**config.mk**
```make
export PLATFORM = sky130hd
export DESIGN_NAME = bsrp_ctrl
export DESIGN_NICKNAME = d
export VERILOG_FILES = /design/src/rtl/bsrp_pkg.sv /design/src/rtl/bsrp_ctrl.sv
export SDC_FILE = /design/constraint.sdc
export NUM_CORES = 1
export LEC_CHECK = 0
export BUFFER_PORTS_ARGS = -buffer_cell sky130_fd_sc_hd__buf_4
export CORE_AREA = 10 10 47 49
export CTS_BUF_LIST = sky130_fd_sc_hd__clkbuf_4
export CTS_CLUSTER_SIZE = 30
export DETAILED_ROUTE_END_ITERATION = 10
export DIE_AREA = 0 0 57 59
export PLACE_DENSITY = 0.51
export SLEW_MARGIN = 5
export SYNTH_ARGS = -nofsm -noshare
export SYNTH_HDL_FRONTEND = slang
export SYNTH_SLANG_ARGS = --single-unit
```
**constraint.sdc**
```tcl
create_clock -name clk_i -period 1.19 [get_ports clk_i]
set_input_delay 0.119 -clock clk_i [delete_from_list [all_inputs] [get_ports clk_i]]
set_output_delay 0.119 -clock clk_i [all_outputs]
set_load 0.05 [all_outputs]
```
**src/rtl/bsrp_pkg.sv**
```systemverilog
package bsrp_pkg;

  localparam int unsigned STORE_BYTES_DEFAULT = 4096;

  localparam logic [2:0] BIT_LAST = 3'd7;

  typedef enum logic [1:0] {
    FUNC_SET   = 2'd0,
    FUNC_GET   = 2'd1,
    FUNC_COUNT = 2'd2,
    FUNC_NONE  = 2'd3
  } func_e;

  typedef enum logic [2:0] {
    ST_CLEAR,
    ST_IDLE,
    ST_DECODE,
    ST_READ,
    ST_COUNT,
    ST_DONE
  } state_e;

  typedef struct packed {
    logic load;
    logic bit_upd;
    logic cnt_load;
    logic cnt_run;
    logic clr_run;
    logic out_load;
  } dp_cmd_t;

  typedef struct packed {
    logic clr_last;
    logic is_bitop;
    logic is_set;
    logic is_count;
    logic oor;
    logic get_hit;
    logic cnt_empty;
    logic cnt_busy;
    logic out_free;
  } dp_sts_t;

  function automatic logic [3:0] ones8(logic [7:0] b);
    logic [3:0] n;
    n = '0;
    for (int k = 0; k < 8; k++) begin
      n = n + {3'b000, b[k]};
    end
    return n;
  endfunction

endpackage

```
**src/rtl/bsrp_ctrl.sv**
```systemverilog
module bsrp_ctrl
  import bsrp_pkg::*;
(
  input  logic    clk_i,
  input  logic    rst_ni,
  input  logic    in_valid_i,
  output logic    in_ready_o,
  input  dp_sts_t sts_i,
  output dp_cmd_t cmd_o
);

  state_e state_q, state_d;

  always_ff @(posedge clk_i or negedge rst_ni) begin
    if (!rst_ni) begin
      state_q <= ST_CLEAR;
    end else begin
      state_q <= state_d;
    end
  end

  always_comb begin
    state_d    = state_q;
    cmd_o      = '0;
    in_ready_o = 1'b0;
    case (state_q)
      ST_CLEAR: begin
        cmd_o.clr_run = 1'b1;
        if (sts_i.clr_last) begin
          state_d = ST_IDLE;
        end
      end
      ST_IDLE: begin
        in_ready_o = 1'b1;
        if (in_valid_i) begin
          cmd_o.load = 1'b1;
          state_d    = ST_DECODE;
        end
      end
      ST_DECODE: begin
        if (sts_i.is_bitop) begin
          if (!sts_i.oor && (sts_i.is_set || sts_i.get_hit)) begin
            state_d = ST_READ;
          end else begin
            state_d = ST_DONE;
          end
        end else if (sts_i.is_count) begin
          cmd_o.cnt_load = 1'b1;
          state_d = sts_i.cnt_empty ? ST_DONE : ST_COUNT;
        end else begin
          state_d = ST_DONE;
        end
      end
      ST_READ: begin
        cmd_o.bit_upd = 1'b1;
        state_d       = ST_DONE;
      end
      ST_COUNT: begin
        cmd_o.cnt_run = 1'b1;
        if (!sts_i.cnt_busy) begin
          state_d = ST_DONE;
        end
      end
      ST_DONE: begin
        if (sts_i.out_free) begin
          cmd_o.out_load = 1'b1;
          state_d        = ST_IDLE;
        end
      end
      default: begin
        state_d = ST_CLEAR;
      end
    endcase
  end

endmodule

```
==> results.md <==
* Status: complete, but fails checks
* Failing checks: negative setup slack
* WHS Path Cells at 3
* Ant diodes at 0
* CP Capture Type: primary output
* Logic pwr share at 0.756
* Avg WL per Cell at approximately 14 um
* Placed cell area at approximately 500 um2
* CP Launch Type: flop
* Largest net degree at the start of global routing at 6
* Share of cells above drive strength 1 at 0.783
* Die area at between 3000 and 4000 um2
* Num rows at 14
* Met1 usage at 0.0512
* Initial antenna violation count at 0
* Count of pins over their slew limit at 0
* Sequential area share after synthesis at 0.278
* Fin area at approximately 650 um2
* TritonCTS clock tree: yes
* CP max FO at 4
* Warnings from Yosys at 0
* Period utilisation layout at 1.14
* Post-synth ARST share at 1.00
* Top-count cell post-synth: nor2_1
* Post-route insts no fill at 76
* Remaining global-route overflow at 0
* Cell Count Post-Placement at 70
* Vias post-DR at approximately 330
* Initial core utilization at 0.193
* CTS Buffer Depth at 2
* Synthesized Nets at 42
* Worst rel slew slack at 0.852
* Total GRT Usage at 0.0640
* CTS root buffer: clkbuf_4
* Unrepaired setup endpoints after global routing: yes
* Worst hold slack at around 0.17 ns
* Final Skew at roughly 0.00030 ns
* R2r setup slk at roughly 0.1 ns
* Psw at 848 uW
* Avg Inst Size Synth at ~9 um2
* Iter 0 DRT Violations at 2
* Hold Crit Class: input port to flop
* Core Region at 1400 um2
* Gpl congestion at ~0.75
* Synth Instances at 30
* Post-synth top cells: 5 x nor2_1, 4 x nand2_1, 3 x buf_6, 3 x dfrtp_1
* Setup-failing EPs final at 7
* Drc violations at 0
* Crit path kind: flop to primary output
* DP Wirelength at around 800 um
* First-pass GRT wire length at ~1700 um
* Power share of the clock group at 0.118
* CTS buffer count at 3
* Share of the synthesized area in the top cell type at 0.278
* Static Leak at 0.000290 uW
* Worst-Skew Late Latency at between 0.2 and 0.25 ns
* Tmin final at roughly 1.4 ns
* Data required, critical path at between 1 and 1.5 ns
* Width of the chip at ~57 um
* R2R depth at 4
* Filler cells at 140
* Via/cell ratio at between 4 and 5
* Grt peak-use layer: met2
* Most flops, register: state_q
* Nets at 73
* I/O pin cnt at 19
* Internal Power at about 900 uW
* Synth Cell Area at between 200 and 300 um2
* Die Y at a little under 60 um
* Sw Share at 0.479
* Count of unique library cells instantiated by Yosys at 15
* Worst r2r src: state_q[0]
* Drt first pass iters at 4
* H-tree Lvls at 1
* Leading area contributor after synthesis: dfrtp_1
* Final Hold Fails at 0
* Flop pwr share at 0.126
* Routed Antenna Nets at 0
* Post-synth EDFFs at 0
* Met2 Use GR at 0.132
* Worst hold start: sts_i[1]
* Slew @ Worst Pin at 0.221 ns
* FF+latch count, synth at 3
* Ranking of synthesized cells by area: dfrtp_1 28%, buf_6 12%, nor4b_2 11%
* Final WS setup at -0.170 ns
* Largest register FFs at 3
* Max cap viols at 0
* Vias in the first global route at 386
* Post-Route WL at around 1100 um
* CP arrival at roughly 1.2 ns
* Syn-to-layout area delta at 140%
* IO buf count at 18
* R2R Path End: state_q[0]
* Clock transition at path regs at 0.04 ns
* GR Util met3 at 0.0172
* Hold worst-path end: state_q[0]
* Pwr dens at about 2700 nW/um2
* Top FF cell, synth: dfrtp_1
* Max Fclk at 735 MHz
* Largest regs: state_q (3)
* Clock sink total at 3
* VDD IR max at roughly 1.1 mV
final cells by class:
cell class / count / area, um2 / share of cell area
sequential: 3 / 77.6 / 0.119
clock buffer: 4 / 30.0 / 0.0462
timing repair buffer: 29 / 277 / 0.426
inverter: 1 / 6.26 / 0.00963
tap: 16 / 20.0 / 0.0308
multi-input combinational: 23 / 239 / 0.368
worst max-delay path by stage:
stage	startpoint	endpoint	slack, ns	cells past startpoint
6_report	state_q[0]	cmd_o[3]	-0.17	3
5_1_grt	state_q[2]	cmd_o[3]	-0.21	4
4_1_cts	state_q[0]	cmd_o[3]	-0.17	3
3_5_place_dp	state_q[1]	cmd_o[0]	0.05	3
3_3_place_gp	state_q[1]	cmd_o[5]	0.05	3
2_1_floorplan	state_q[2]	cmd_o[3]	-0.14	4
per-stage QoR:
| stage | TNS, ns | util | setup WS (ns) | total power (uW) |
|---|---|---|---|---|
| final | -0.705 | 0.463 | -0.170 | 1770 |
| after CTS | -0.766 | 0.443 | -0.172 | 1680 |
| after global placement | 0 | 0.363 | 0.0531 | 1260 |
| after floorplan | -0.412 | - | -0.136 | 935 |
| after global routing | -0.960 | 0.463 | -0.211 | 1860 |
| after detailed placement | 0 | 0.363 | 0.0507 | 1260 |
logic make-up after synthesis:
| family | share of synthesized area |
|---|---|
| compound gates | 0.153 |
| simple gates | 0.431 |
| flops | 0.278 |
| buf+inv | 0.139 |
layer usage:
layer | part of all wire | up-vias | wire length, um
li1 | - | 165 | -
met1 | 0.31 | 156 | 333
met2 | 0.63 | 9 | 671
met3 | 0.045 | 2 | 48
met4 | 0.0094 | 0 | 10
met5 | 0 | - | 0
layout by cell type (no fill, tap or decap), drive strengths merged:
cell	synthesis	routed
inv	1	1
nand2b	2	2
dfrtp	3	3
a21oi	2	2
o22ai	1	1
o21a	1	1
nor2	5	5
and3	1	1
buf	3	28
nor4b	3	3
nor3	2	2
a211o	1	1
a31o	1	1
nand2	4	4
clkbuf	0	4
dlygate4sd3	0	1
power by group through the flow:
stage	Sequential [uW]	Clock, uW	Combinational (uW)
after floorplan	165	0	770
after global placement	203	0	1050
after detailed placement	205	0	1050
after CTS	223	212	1250
after global routing	229	223	1410
final	223	209	1340
worst max-delay path: stages (launching register included):
cell and delay (ns):
dfrtp_1 0.39, buf_6 0.14, nor4b_4 0.28, buf_6 0.19
timing repair:
action                     4_1_cts  5_1_grt
hold buffers                     1        0
hold endpoints to repair         3        0
setup buffers                    0        1
setup endpoints to repair        7        7
gates resized for setup         18        5
pin swaps                        3        0
(Power assumes the default switching activity.)
